<file path="src/hdl/cbm_pkg.sv">
// Shared types and constants for the cartridge bank mapper.
package cbm_pkg;

    localparam int KIND_W   = 2;
    localparam int ADDR_W   = 16;
    localparam int DATA_W   = 8;
    localparam int REGION_W = 3;
    localparam int BANK_W   = 8;
    localparam int OFFSET_W = 13;
    localparam int COUNT_W  = 16;
    localparam int NUM_PRG  = 3;
    localparam int NUM_CHR  = 8;
    localparam int NUM_NT   = 4;

    // Word kinds.
    localparam logic [KIND_W-1:0] KIND_WRITE = 2'd0;
    localparam logic [KIND_W-1:0] KIND_TICK  = 2'd1;
    localparam logic [KIND_W-1:0] KIND_CPU   = 2'd2;
    localparam logic [KIND_W-1:0] KIND_PPU   = 2'd3;

    // Region codes.
    localparam logic [REGION_W-1:0] RGN_NONE = 3'd0;
    localparam logic [REGION_W-1:0] RGN_PRAM = 3'd1;
    localparam logic [REGION_W-1:0] RGN_PROM = 3'd2;
    localparam logic [REGION_W-1:0] RGN_CHR  = 3'd3;
    localparam logic [REGION_W-1:0] RGN_NT   = 3'd4;

    // The window at $E000 always shows the last bank.
    localparam logic [BANK_W-1:0] LAST_BANK = 8'hFF;

    typedef logic [KIND_W-1:0] t_kind;

    typedef struct packed {
        logic [NUM_PRG-1:0][BANK_W-1:0] prg;
        logic [NUM_CHR-1:0][BANK_W-1:0] chr;
        logic [NUM_NT-1:0]              nt;
        logic [COUNT_W-1:0]             irq_count;
        logic                           irq_pending;
    } t_cbm_state;

    typedef struct packed {
        logic [REGION_W-1:0] region;
        logic [BANK_W-1:0]   bank;
        logic [OFFSET_W-1:0] offset;
    } t_cbm_map;

endpackage

</file>
<file path="src/hdl/cbm_regs.sv">
// Mapper register file: CPU write decode, IRQ counter and interrupt flag.
module cbm_regs
    import cbm_pkg::*;
(
    input  logic              i_clk,
    input  logic              i_rst_n,
    input  logic              i_upd,
    input  t_kind             i_kind,
    input  logic [ADDR_W-1:0] i_address,
    input  logic [DATA_W-1:0] i_data,
    output t_cbm_state        o_state,
    output logic              o_irq_next
);

    t_cbm_state r_state;
    t_cbm_state n_state;

    always_comb begin
        logic [COUNT_W-1:0] inc;
        logic [1:0]         idx;
        n_state = r_state;
        inc     = r_state.irq_count + COUNT_W'(1);
        idx     = i_address[12:11];
        case (i_kind)
            KIND_WRITE: begin
                if (i_address[15]) begin
                    if (!i_address[14]) begin
                        // $8000-$BFFF: CHR banks or the counter bytes.
                        if (i_address[10]) begin
                            if (i_address[13]) begin
                                n_state.irq_count[15:8] = i_data;
                                n_state.irq_pending     = 1'b0;
                            end else begin
                                n_state.irq_count[7:0] = i_data;
                            end
                        end else begin
                            n_state.chr[i_address[13:11]] = i_data;
                        end
                    end else if (!i_address[13]) begin
                        if (!i_address[10]) begin
                            n_state.nt[idx] = i_data[0];
                        end
                    end else if (!(i_address[12] && i_address[11]) && !i_address[10]) begin
                        // The top of $F000 belongs to the sound chip, so idx stays below 3.
                        n_state.prg[idx] = i_data;
                    end
                end
            end
            KIND_TICK: begin
                if (r_state.irq_count[15]) begin
                    n_state.irq_count = inc;
                    if (inc == '0) begin
                        n_state.irq_pending = 1'b1;
                    end
                end
            end
            default: begin
            end
        endcase
    end

    always_ff @(posedge i_clk) begin
        if (!i_rst_n) begin
            r_state.prg         <= {8'd2, 8'd1, 8'd0};
            r_state.chr         <= {8'd7, 8'd6, 8'd5, 8'd4, 8'd3, 8'd2, 8'd1, 8'd0};
            r_state.nt          <= 4'b1100;
            r_state.irq_count   <= '0;
            r_state.irq_pending <= 1'b0;
        end else if (i_upd) begin
            r_state <= n_state;
        end
    end

    assign o_state    = r_state;
    assign o_irq_next = n_state.irq_pending;

endmodule

</file>
<file path="config.mk">
export PLATFORM = sky130hd
export DESIGN_NAME = cbm_regs
export DESIGN_NICKNAME = d
export VERILOG_FILES = /design/src/hdl/cbm_pkg.sv /design/src/hdl/cbm_regs.sv
export SDC_FILE = /design/constraint.sdc
export NUM_CORES = 1
export LEC_CHECK = 0
export BUFFER_PORTS_ARGS = -buffer_cell sky130_fd_sc_hd__buf_4
export CORE_MARGIN = 3
export CORE_UTILIZATION = 56
export CTS_CLUSTER_SIZE = 28
export DETAILED_ROUTE_END_ITERATION = 8
export PLACE_DENSITY = 0.85
export SLEW_MARGIN = 20
export SYNTH_ARGS = -nofsm -noshare
export SYNTH_HDL_FRONTEND = slang
export SYNTH_SLANG_ARGS = --single-unit
</file>
<file path="constraint.sdc">
create_clock -name i_clk -period 5.51 [get_ports i_clk]
set_clock_uncertainty 0.05 [all_clocks]
set_input_delay 0.2755 -clock i_clk [delete_from_list [all_inputs] [get_ports i_clk]]
set_output_delay 0.2755 -clock i_clk [all_outputs]
set_load 0.02 [all_outputs]
</file>
==> impl_metrics.py <==
metrics = {
    "synth": {
        "synth_cells": 511,
        "synth-async-reset-ratio_pct": 0,
        "synthTopCellsByArea": "dfxtp_1 45%, mux2i_1 17%, nor2b_1 9.1%",
        "synth.top_cell.area_share_pct": 44.82,
        "ys_seq_area_share_pct": 44.82,
        "yosysTopAreaCell": "dfxtp_1",
        "yosys_register_bits": 109,
        "synth.distinct_cells": 49,
        "synth_ff_type": "dfxtp_1",
        "yosysWarningCount": 0,
        "postSynthAreaPerCell_um2": 9.527,
        "synth_area_um2": 4868,
        "synth_edf_count": 0,
        "synth_nets": 542,
    },
    "sta": {
        "fmax_ghz": 0.2685,
        "tns_ns": 0,
        "slew_headroom_pct": 38.99,
        "drv_slew": 0,
        "fin_ws_ns": 1.785,
        "setup_viol": 0,
        "period_minus_slack_ns": 3.725,
        "fin_crit_sh_pct": 67.60,
        "fin_hold_ws_ns": 0.1543,
        "rsz0062_at_grt": "false",
        "finalHoldViolations": 0,
        "worst_pin_slew_ns": 0.9117,
    },
    "drt": {
        "post-route-drc-count": 0,
        "antenna_left": 0,
        "wirelength_um": 12930,
        "dr.pass1.iters": 5,
        "vias_per_cell": 5.650,
        "drt-initial-drc-count": 205,
        "vias": 4085,
        "wl_per_cell_um": 17.88,
    },
    "setup_path": {
        "crit_fanout": 12,
        "cp.required_ns": 5.18,
        "critPathArrivalTime_ns": 3.40,
        "end_kind": "output port",
        "r2r-start": "o_state[5]$_SDFFE_PN0P_",
        "rr_endpoint": "o_state[0]$_SDFFE_PN0P_",
        "r2r_slack_ns": 2.45,
        "critical_path.startpoint_type": "flop",
        "rr_worst_depth": 9,
        "crit_type": "flop to output port",
    },
    "global_route": {
        "grt_overflow": 0,
        "grt_max_degree": 111,
        "grt_pass1_wl_um": 20860,
        "track_usage_pct": 26.33,
        "grt_antenna_before_repair": 0,
        "grt_pass1_vias": 4068,
    },
    "cells_and_area": {
        "most-common-layout-cells": "128 x buf_4, 109 x dfxtp_1, 82 x mux2i_1",
        "regArea_um2": 2182,
        "multiInputGateArea_um2": 2521,
        "filler_cell_count": 653,
        "final_nets": 644,
        "fin_util_pct": 71.80,
        "diodes": 0,
        "synthToLayoutAreaGrowth_pct": 23.00,
        "largest_register_ffs": 109,
        "drive_gt1_share_pct": 25.08,
        "final_area_um2": 5988,
        "layout_commonest_cell": "buf_4",
        "final_cells": 723,
    },
    "pwr": {
        "total_power_mw": 1.328,
        "peakVddDrop_v": 0.0001661,
        "p_leak_nw": 2.418,
        "power.density_nw_per_um2": 221.7,
    },
    "cts": {
        "clkTransAtPathRegs_ns": 0.10,
        "h-tree-depth": 3,
        "post_cts_buffers": 0,
        "cts_hold_buffers": 0,
        "cts.path.max_buffers": 2,
        "insertion_delay_ns": 0.36,
        "cts_resized": 0,
        "cts_tree": "yes",
        "cts.sinks": 109,
        "cts-root-buf": "clkbuf_8",
        "cts_inserted_buffers": 9,
    },
    "floorplanning": {
        "coreArea_um2": 8341,
        "die-area_um2": 9849,
        "initial_core_util_pct": 58.37,
        "die_h_um": 99.24,
        "ios": 139,
        "die_x_um": 99.24,
        "placementRows": 33,
    },
    "worst_hold_path": {
        "min_to": "o_state[0]$_SDFFE_PN0P_",
        "hold_path.class": "input pin to flop",
        "hold_depth": 3,
        "min-delay-start": "i_upd",
    },
    "place": {
        "placed_cells": 707,
        "preCtsSetupSlack_ns": 2.211,
        "port_buffers": 128,
        "placed_area_um2": 5803,
        "place.gp.congestion": 0.9887,
        "post-dp-hpwl_um": 8911,
    },
    "status": {
        "outcome": "complete, no violations",
    },
    "job": {
        "drv_cap": 0,
    },
}
layer usage:
| metal | part of all wire (%) | track usage, % |
|---|---|---|
| met1 | 41 | 32.55 |
| met2 | 49 | 45.40 |
| met3 | 8.9 | 7.013 |
| met4 | 1.1 | 7.143 |
| met5 | 0 | 0 |
critical path, stage by stage, from the launching register on:
cell and delay (ns):
dfxtp_1 0.56, nand3_1 0.23, nor4_2 0.60, and3_1 0.23, nand3_1 0.09, ha_1 0.31
nand4b_1 0.10, a211o_1 0.25, a2111o_1 0.32, o21ai_0 0.18, buf_4 0.17
synth_stat cells (all sizes together) (2+ instances only):
cell type / number
a21boi: 18
a21o: 4
a21oi: 6
a221oi: 2
a31oi: 4
and2: 6
and3: 4
and4: 2
buf: 7
clkbuf: 30
dfxtp: 109
ha: 2
inv: 2
mux2i: 82
nand2: 36
nand2b: 5
nand3: 23
nand3b: 3
nand4: 7
nand4b: 3
nor2: 19
nor2b: 71
nor3: 6
nor3b: 4
nor4: 4
o211ai: 3
o21ai: 26
or3: 4
or4: 2
xnor2: 4
final cells by class:
| cell class | instances | area share [%] |
|---|---|---|
| Sequential cell | 109 | 36.44 |
| Tap cell | 105 | 2.194 |
| Timing Repair Buffer | 128 | 16.05 |
| Inverter | 2 | 0.1254 |
| Multi-Input combinational cell | 363 | 42.10 |
| Clock inverter | 5 | 0.7313 |
| Clock buffer | 11 | 2.361 |
cells by family after synthesis:
family | after synthesis | share of synthesized area (%)
flops | 109 | 44.82
fa+ha+maj | 2 | 0.5139
xor+xnor | 4 | 0.7195
buf+inv | 39 | 3.392
compound gates | 71 | 9.458
mux | 83 | 17.09
simple gates | 203 | 24.00
worst max path at each step:
stage	from	endpoint	slack, ns	depth (start not counted)
4_1_cts	o_state[5]$_SDFFE_PN0P_	o_irq_next	1.79	10
3_5_place_dp	o_state[5]$_SDFFE_PN0P_	o_irq_next	2.21	10
6_report	o_state[5]$_SDFFE_PN0P_	o_irq_next	1.79	10
2_1_floorplan	o_state[6]$_SDFFE_PN0P_	o_irq_next	2.29	10
5_1_grt	o_state[5]$_SDFFE_PN0P_	o_irq_next	1.56	10
3_3_place_gp	o_state[5]$_SDFFE_PN0P_	o_irq_next	2.32	10
power by group:
part           total (mW)  switching (mW)  internal (mW)
Clock               0.462           0.278          0.184
Combinational      0.0742          0.0465         0.0277
Sequential          0.791         0.00220          0.789
Total                1.33           0.327           1.00
Note: power is estimated with default switching activity, not from simulation.
