[config.mk]
export PLATFORM = sky130hd
export DESIGN_NAME = cbm_map
export DESIGN_NICKNAME = d
export VERILOG_FILES = /design/src/hdl/cbm_pkg.sv /design/src/hdl/cbm_map.sv
export SDC_FILE = /design/constraint.sdc
export NUM_CORES = 1
export LEC_CHECK = 0
export ABC_AREA = 1
export BUFFER_PORTS_ARGS = -buffer_cell sky130_fd_sc_hd__buf_2
export CAP_MARGIN = 20
export CORE_MARGIN = 5
export CORE_UTILIZATION = 38
export DETAILED_ROUTE_END_ITERATION = 16
export PLACE_DENSITY = 0.95
export SYNTH_ARGS = -nofsm -noshare
export SYNTH_HDL_FRONTEND = slang
export SYNTH_SLANG_ARGS = --single-unit
[constraint.sdc]
create_clock -name vclk -period 1.49
set_input_delay 0.2235 -clock vclk [all_inputs]
set_output_delay 0.2235 -clock vclk [all_outputs]
set_load 0.1 [all_outputs]
[src/hdl/cbm_pkg.sv]
// Shared types and constants for the cartridge bank mapper.
package cbm_pkg;

    localparam int KIND_W   = 2;
    localparam int ADDR_W   = 16;
    localparam int DATA_W   = 8;
    localparam int REGION_W = 3;
    localparam int BANK_W   = 8;
    localparam int OFFSET_W = 13;
    localparam int COUNT_W  = 16;
    localparam int NUM_PRG  = 3;
    localparam int NUM_CHR  = 8;
    localparam int NUM_NT   = 4;

    // Word kinds.
    localparam logic [KIND_W-1:0] KIND_WRITE = 2'd0;
    localparam logic [KIND_W-1:0] KIND_TICK  = 2'd1;
    localparam logic [KIND_W-1:0] KIND_CPU   = 2'd2;
    localparam logic [KIND_W-1:0] KIND_PPU   = 2'd3;

    // Region codes.
    localparam logic [REGION_W-1:0] RGN_NONE = 3'd0;
    localparam logic [REGION_W-1:0] RGN_PRAM = 3'd1;
    localparam logic [REGION_W-1:0] RGN_PROM = 3'd2;
    localparam logic [REGION_W-1:0] RGN_CHR  = 3'd3;
    localparam logic [REGION_W-1:0] RGN_NT   = 3'd4;

    // The window at $E000 always shows the last bank.
    localparam logic [BANK_W-1:0] LAST_BANK = 8'hFF;

    typedef logic [KIND_W-1:0] t_kind;

    typedef struct packed {
        logic [NUM_PRG-1:0][BANK_W-1:0] prg;
        logic [NUM_CHR-1:0][BANK_W-1:0] chr;
        logic [NUM_NT-1:0]              nt;
        logic [COUNT_W-1:0]             irq_count;
        logic                           irq_pending;
    } t_cbm_state;

    typedef struct packed {
        logic [REGION_W-1:0] region;
        logic [BANK_W-1:0]   bank;
        logic [OFFSET_W-1:0] offset;
    } t_cbm_map;

endpackage

[src/hdl/cbm_map.sv]
// Address translation for CPU and PPU map queries.
module cbm_map
    import cbm_pkg::*;
(
    input  t_kind             i_kind,
    input  logic [ADDR_W-1:0] i_address,
    input  t_cbm_state        i_state,
    output t_cbm_map          o_map
);

    always_comb begin
        o_map = '0;
        case (i_kind)
            KIND_CPU: begin
                case (i_address[15:13])
                    3'd3: begin
                        o_map.region = RGN_PRAM;
                        o_map.offset = i_address[12:0];
                    end
                    3'd4, 3'd5, 3'd6: begin
                        o_map.region = RGN_PROM;
                        o_map.bank   = i_state.prg[i_address[14:13]];
                        o_map.offset = i_address[12:0];
                    end
                    3'd7: begin
                        o_map.region = RGN_PROM;
                        o_map.bank   = LAST_BANK;
                        o_map.offset = i_address[12:0];
                    end
                    default: begin
                    end
                endcase
            end
            KIND_PPU: begin
                o_map.offset = {3'd0, i_address[9:0]};
                if (!i_address[13]) begin
                    o_map.region = RGN_CHR;
                    o_map.bank   = i_state.chr[i_address[12:10]];
                end else begin
                    o_map.region = RGN_NT;
                    o_map.bank   = {7'd0, i_state.nt[i_address[11:10]]};
                end
            end
            default: begin
            end
        endcase
    end

endmodule

==> results.md, run 1 <==
* Outcome: finished clean
* Fin. max-slew vios at 0
* CLK BUF at 0
* Critical Path Max Stage Delay at 0.17 ns
* First-pass GRT wire length at 8960 um
* Routed len/inst at between 10 and 15 um
* Fin crit share at between 90% and 100%
* CORE AREA at about 0.0033 mm^2
* Share of layout cells above drive strength 1 at 47.2%
* Setup_tns at 0 ns
* CP max-delay cell: buf_12
* Worst setup SP type: input port
* Placed instance area at 0.00271 mm^2
* Die Ht at 68.7 um
* Worst slew pin tran at approximately 0.27 ns
* Peak VDD IR at between 300 and 400 uV
* Crit. End Element: primary output
* Final hold vios at 0
* Area Growth Syn to Fin at 122%
* Overall die area at 0.00473 mm^2
* # placed instances at 481
* Max cap viols at 0
* Critical-path cell list: buf_6, buf_12, buf_12, nand2_1, nand3_1, nand3_1, nand3_1, nand2_2, buf_12
* Core Util, Final at 87.1%
* WS Path Type: in -> out
* F_max at 676 MHz
* Total Power at 1.08 mW
* Initial antenna violation count at 0
* Grt ovf at 0
* Hold path cells at 4
* Largest net degree at the start of global routing at 28
* Final instance area at between 0.002 and 0.003 mm^2
* Critical Path Stages at 9
* WP buf/inv at 4
* CP top delay family: buffers and inverters
* Seq/Total Area, Yosys at 0%
* Final setup vio count at 0
* Io pins at about 150
* Non-filler cells in the finished layout at 487
* Worst min-delay path class: in -> out
* Setup WS pre-CTS at -0.0125 ns
* Drt drc at 0
* WHS at 0.825 ns
* Tmin final at 1.48 ns
* Initial drt markers at roughly 130
* Routed wire length at 6580 um
* Post-route ant nets at 0
* Overall Global Routing Usage at 24.4%
* Worst EP required at 1.27 ns
* Synth cell types at 16
* Power Density at approximately 370 mW/mm^2
* Most common cell after layout, fill and taps aside: buf_2
* Vias at 2,377
* Drt via density at 4.88
* Post-DP HPWL at slightly above 5000 um
* Mapped Nets at approximately 420
* Final worst slack at 0.0117 ns
* Vias in the first global route at 2,128
* Final nets at 570
* Slew HR at between 80% and 90%
* First-pass iteration count of the detailed router at 4
* Rows at 21
* Highest-count cells in the layout ignoring fill and taps: buf_2 (108), nand2_1 (94), inv_1 (66)
* Post-synthesis cell count at ~300
* Synthesized area at approximately 0.0013 mm^2
* Final GP Congestion at between 0.7 and 0.8
* Worst-path fanout max at 10
* Port Buf Inserts at ~130
* Post-Syn Area per Cell at 4.42 um^2
* # diodes at 0
* Synth Warn # at 0
* Flip-flop and latch area at 0 um^2
* Worst EP arrival at 1.25 ns
* Leak at 1.69 nW
* Sequential cells at 0
* Die width at 68.7 um
* Initial Util at 39.3%
-- Yosys cell counts (2+ instances only) --
cell | instances | area [um^2]
o21ai_0 | 23 | 115
buf_6 | 7 | 78.8
buf_4 | 4 | 30.0
buf_2 | 2 | 10.0
inv_1 | 70 | 263
nor3_1 | 3 | 15.0
inv_2 | 2 | 7.51
nand2_1 | 110 | 413
nand3_1 | 51 | 255
nor2_4 | 2 | 22.5
nor2_1 | 18 | 67.6
-- power breakdown --
| part | internal [mW] | total (mW) | switching, mW |
|---|---|---|---|
| registers | 0 | 0 | 0 |
| clock network | 0 | 0 | 0 |
| logic | 0.444 | 1.08 | 0.638 |
| total | 0.444 | 1.08 | 0.638 |
-- final timing paths --
path	start	endpoint
worst max-delay path	i_address[10]	o_map[19]
worst min-delay path	i_address[1]	o_map[1]
-- metal layers --
layer	GRT usage, %	up-vias	share of wire [%]
met2	47.9	140	52
met1	26.1	1037	34
met4	6.81	0	3.0
li1	-	1176	-
met5	0	-	0
met3	4.38	24	10
-- timing repair --
| item | in CTS | in global routing |
|---|---|---|
| setup endpoints to repair | 2 | 9 |
| pin swaps | 0 | 8 |
| gates cloned | 1 | 2 |
| setup buffers | 0 | 3 |
| resized for setup | 4 | 22 |
| hold buffers | 0 | 0 |
-- cell families after synthesis --
family | Yosys count | share of synthesized area (%)
buffers and inverters | 88 | 31.0
AND/OR/NAND/NOR | 184 | 59.0
AO/OA/AOI/OAI | 25 | 10.0
-- layout make-up --
cell class | count | area, um^2
multi-input cells | 209 | 1170
repair buffers | 158 | 1370
well taps | 46 | 57.6
inverters | 74 | 307
fillers | 194 | 432
No activity file was read; power rests on OpenSTA's default activity.
==> run 2, diff against run 1 <==
Settings changed: CELL_PAD_IN_SITES_DETAIL_PLACEMENT set to 1, CELL_PAD_IN_SITES_GLOBAL_PLACEMENT set to 1, CORE_UTILIZATION 38 to 20.
==> results.md, run 2 (synthesis gave the netlist of run 1 again) <==
* Port Buf Inserts at 134 (unchanged)
* Crit. End Element: primary output
* Vias at 2,320 (-2.4%)
* Outcome: finished clean
* Met2 wire len at 4040 um (+18%)
* Setup WS pre-CTS at -0.0821 ns (-0.0697 ns)
* First-pass iteration count of the detailed router at 4 (unchanged)
* Most common cell after layout, fill and taps aside: buf_2
* Fin. max-slew vios at 0 (unchanged)
* Rows at 29 (+38%)
* Core Util, Final at 44.6% (-42 points)
* Die Ht at 91.0 um (+32%)
* Largest net degree at the start of global routing at 20 (-29%)
* Flip-flop and latch area at 0 um^2 (unchanged)
* Worst EP arrival at 1.21 ns (-0.04 ns)
* Setup_tns at 0 ns (unchanged)
* Highest routed layer: met4
* Initial antenna violation count at 0 (unchanged)
* Leak at 1.65 nW (-2.5%)
* Overall die area at 0.00828 mm^2 (+75%)
* Final setup vio count at 0 (unchanged)
* Post-route ant nets at 0 (unchanged)
* Grt ovf at 0 (unchanged)
* Post-DP HPWL at 6380 um (+26%)
* Vias in the first global route at 2,502 (+18%)
* Routed wire length at 7390 um (+12%)
* CLK BUF at 0 (unchanged)
* First-pass GRT wire length at 11,500 um (+29%)
* Total Power at 1.05 mW (-3.1%)
* Die width at 91.0 um (+32%)
* Overall Global Routing Usage at 16.4% (-7.9 points)
* Fin crit share at 96.4% (-2.8 points)
* Power Density at 370 mW/mm^2 (-0.54%)
* Final nets at 569 (-0.18%)
* Initial Util at 20.7% (-19 points)
* Tmin final at 1.44 ns (-0.0418 ns)
* Routed len/inst at 14.3 um (+5.8%)
* # diodes at 0 (unchanged)
* Met1 WL at 2570 um (+13%)
* Drt via density at 4.49 (-8.1%)
* Share of layout cells above drive strength 1 at 45.0% (-2.2 points)
* Final worst slack at 0.0535 ns (+0.0418 ns)
* Final hold vios at 0 (unchanged)
* Worst-path fanout max at 6 (-4)
* Worst EP required at 1.27 ns (about the same)
* Final instance area at 0.00283 mm^2 (-2.5%)
* Worst setup SP type: input port
* WS Path Type: in -> out
* Area Growth Syn to Fin at 116%
* Highest-count cells in the layout ignoring fill and taps: buf_2 (108), nand2_1 (98), inv_1 (66)
* Drt drc at 0 (unchanged)
* Met3 WL at 623 um (-8.1%)
* # placed instances at 514 (+6.9%)
* Max cap viols at 0 (unchanged)
* Io pins at 151 (unchanged)
* Placed instance area at 0.00273 mm^2 (+0.60%)
* Non-filler cells in the finished layout at 517 (+6.2%)
* Slew HR at 80.3% (-1.7 points)
* F_max at 696 MHz (+2.9%)
* Final GP Congestion at 0.788 (-0.66%)
* CORE AREA at 0.00635 mm^2 (+90%)
* Worst slew pin tran at 0.295 ns (+0.0270 ns)
* Peak VDD IR at 293 uV (-3.5%)
* Worst min-delay path class: in -> out
* Initial drt markers at 58 (-54%)
* WHS at 0.826 ns (+0.000984 ns)
* Sequential cells at 0 (unchanged)
run 2: cell types whose count changed in the layout (fill, tap and decap cells not counted), sizes merged:
| cell | change |
|---|---|
| inv | +1 |
| buf | -2 |
run 2: final timing paths:
| kind | from | end | cells past startpoint | slack [ns] |
|---|---|---|---|---|
| setup / recovery | i_address[10] | o_map[17] | 8 | 0.05 |
| hold / removal | i_address[8] | o_map[8] | 4 | 0.83 |
run 2: critical path: stages:
cell and delay, ns:
buf_6 0.13, buf_4 0.16, nand2_1 0.07, nand3_1 0.10, nand3_1 0.09, nand3_1 0.13
nand2_2 0.12, buf_12 0.18
run 2: repair_timing:
item	in CTS	in global routing
gates cloned	1	2
setup endpoints to repair	6	9
pin swaps	0	1
resized for setup	4	14
buffers inserted	0	0
hold buffers	0	0
run 2: cell type report:
class,instances,area (um^2)
multi-input cells,209,1130
fillers,879,3520
well taps,77,96.3
repair buffers,156,1290
repair inverters,1,8.76
inverters,74,307
run 2: where the power goes:
group | internal (mW) | switching, mW | total (mW) | leakage (nW)
Clock | 0 | 0 | 0 | 0
Combinational | 0.422 | 0.627 | 1.05 | 1.65
Sequential | 0 | 0 | 0 | 0
Total | 0.422 | 0.627 | 1.05 | 1.65
run 2: layer usage:
metal	global-route usage, %	vias up
li1	-	1174
met1	16.7	1051
met2	32.5	83
met3	4.88	12
met4	3.55	0
met5	0	-
==> run 3, diff against run 2 <==
Settings changed: CORE_UTILIZATION 20 to 17, GPL_TIMING_DRIVEN set to 0, PLACE_DENSITY 0.95 to 0.89.
Clock period 1.49 ns to 1.3 ns, I/O delays scaled along.
==> results.md, run 3 (synthesis gave the netlist of run 1 again) <==
* CORE AREA at 0.00761 mm^2 (+20%)
* Final nets at 576 (+1.2%)
* Fin. max-slew vios at 0 (unchanged)
* Initial Util at 17.2% (-3.4 points)
* Highest-count cells in the layout ignoring fill and taps: buf_2 (103), nand2_1 (84), inv_1 (64)
* Critical-path cell list: buf_12, buf_12, o21ai_0, o21ai_1, nand2_2, nand2_4, buf_12
* Worst min-delay path class: in -> out
* # diodes at 0 (unchanged)
* Worst slew pin tran at 0.486 ns (+0.190 ns)
* Area Growth Syn to Fin at 152%
* Met1 WL at 2970 um (+15%)
* Crit. End Element: primary output
* Flip-flop and latch area at 0 um^2 (unchanged)
* Highest routed layer: met5
* Core Util, Final at 43.5% (-1.1 points)
* Die width at 97.8 um (+7.5%)
* Overall die area at 0.00957 mm^2 (+16%)
* Peak VDD IR at 261 uV (-11%)
* RSZ-0062 raised after global routing: yes
* Tmin final at 1.34 ns
* Initial drt markers at 28 (-52%)
* Setup WS pre-CTS at -0.464 ns (-0.382 ns)
* Grt ovf at 0 (unchanged)
* CLK BUF at 0 (unchanged)
* Vias at 2,369 (+2.1%)
* Met2 wire len at 4660 um (+15%)
* # placed instances at 528 (+2.7%)
* Most common cell after layout, fill and taps aside: buf_2
* WS Path Type: in -> out
* Routed len/inst at 15.2 um (+6.1%)
* Io pins at 151 (unchanged)
* Fin crit share at 103%
* First-pass iteration count of the detailed router at 4 (unchanged)
* First-pass GRT wire length at 12,900 um (+12%)
* Leak at 1.80 nW (+9.4%)
* Max cap viols at 0 (unchanged)
* Critical Path Max Stage Delay at 0.21 ns (+0.03 ns)
* Drt drc at 0 (unchanged)
* Routed wire length at 8320 um (+13%)
* Final hold vios at 0 (unchanged)
* Share of layout cells above drive strength 1 at 55.9% (+11 points)
* Power Density at 417 mW/mm^2 (+13%)
* Setup_tns at -0.112 ns (-0.112 ns)
* Worst setup SP type: input port
* Die Ht at 97.8 um (+7.5%)
* Post-route ant nets at 0 (unchanged)
* Drt via density at 4.32 (-3.8%)
* Failing checks: setup timing
* Worst EP required at 1.11 ns (-0.16 ns)
* Sequential cells at 0 (unchanged)
* Outcome: finished with violations
* F_max at 748 MHz
* CP max-delay cell: o21ai_0
* Worst-path fanout max at 5 (-1)
* Met3 WL at 574 um (-7.9%)
* Non-filler cells in the finished layout at 549 (+6.2%)
* Post-DP HPWL at 6120 um (-4.1%)
* Critical path's most frequent cell: buf_12
* Slew HR at 67.8% (-12 points)
* Vias in the first global route at 2,672 (+6.8%)
* Worst EP arrival at 1.14 ns (-0.07 ns)
* Final setup vio count at 5 (+5)
* CP top delay family: buffers and inverters
* Largest net degree at the start of global routing at 11 (-45%)
* Final GP Congestion at 0.792 (+0.60%)
* Rows at 32 (+10%)
* Initial antenna violation count at 1 (+1)
* WP buf/inv at 3 (unchanged)
* Overall Global Routing Usage at 16.2% (-0.24 points)
* Final worst slack at -0.0370 ns (-0.0905 ns)
* Port Buf Inserts at 129 (-3.7%)
-- run 3: cell types whose count changed in the layout (fill, tap and decap cells not counted), moves of 3 or more --
cell     change
buf_12       -6
nand2_1     -14
o21ai_0     -12
buf_8        +9
buf_4        +3
buf_2        -5
nand2_2      +4
buf_6        +3
nand2_4      +8
nand3_4      +6
nand3_2     +20
o21ai_1     +10
nand3_1     -26
-- run 3: what timing repair did --
item / in CTS / in global routing
setup endpoints to repair: 23 / 21
cloned: 2 / 3
pin swaps: 15 / 27
buffers inserted: 10 / 6
resized for setup: 129 / 57
hold buffers: 0 / 0
-- run 3: per-stage QoR --
step                power (mW)  instance area, um^2  hold slack, ns
finish                    1.38                 3310           0.770
global route              1.47                 3310           0.777
CTS                       1.26                 2990           0.757
detailed placement        1.01                 2370           0.843
global placement         0.986                 2370           0.841
floorplan                0.713                 1600           0.569
-- run 3: power by group --
part | switching (mW) | internal, mW
sequential | 0 | 0
clock | 0 | 0
combinational | 0.811 | 0.568
-- run 3: layout make-up --
| type | count | area [um^2] |
|---|---|---|
| buffer | 14 | 210 |
| fill | 990 | 4300 |
| inverter | 74 | 324 |
| tap | 102 | 128 |
| timing repair buffer | 150 | 1230 |
| multi-input combinational | 209 | 1420 |
-- run 3: routing by layer --
| metal | GRT usage, % | vias up |
|---|---|---|
| met1 | 18.2 | 1085 |
| li1 | - | 1189 |
| met2 | 32.1 | 85 |
| met3 | 3.14 | 8 |
| met5 | 0 | - |
| met4 | 1.70 | 2 |
-- run 3: final timing paths --
check	from	to	slack [ns]	cells after the start
worst max-delay path	i_address[13]	o_map[19]	-0.04	7
worst min-delay path	i_address[2]	o_map[2]	0.77	4
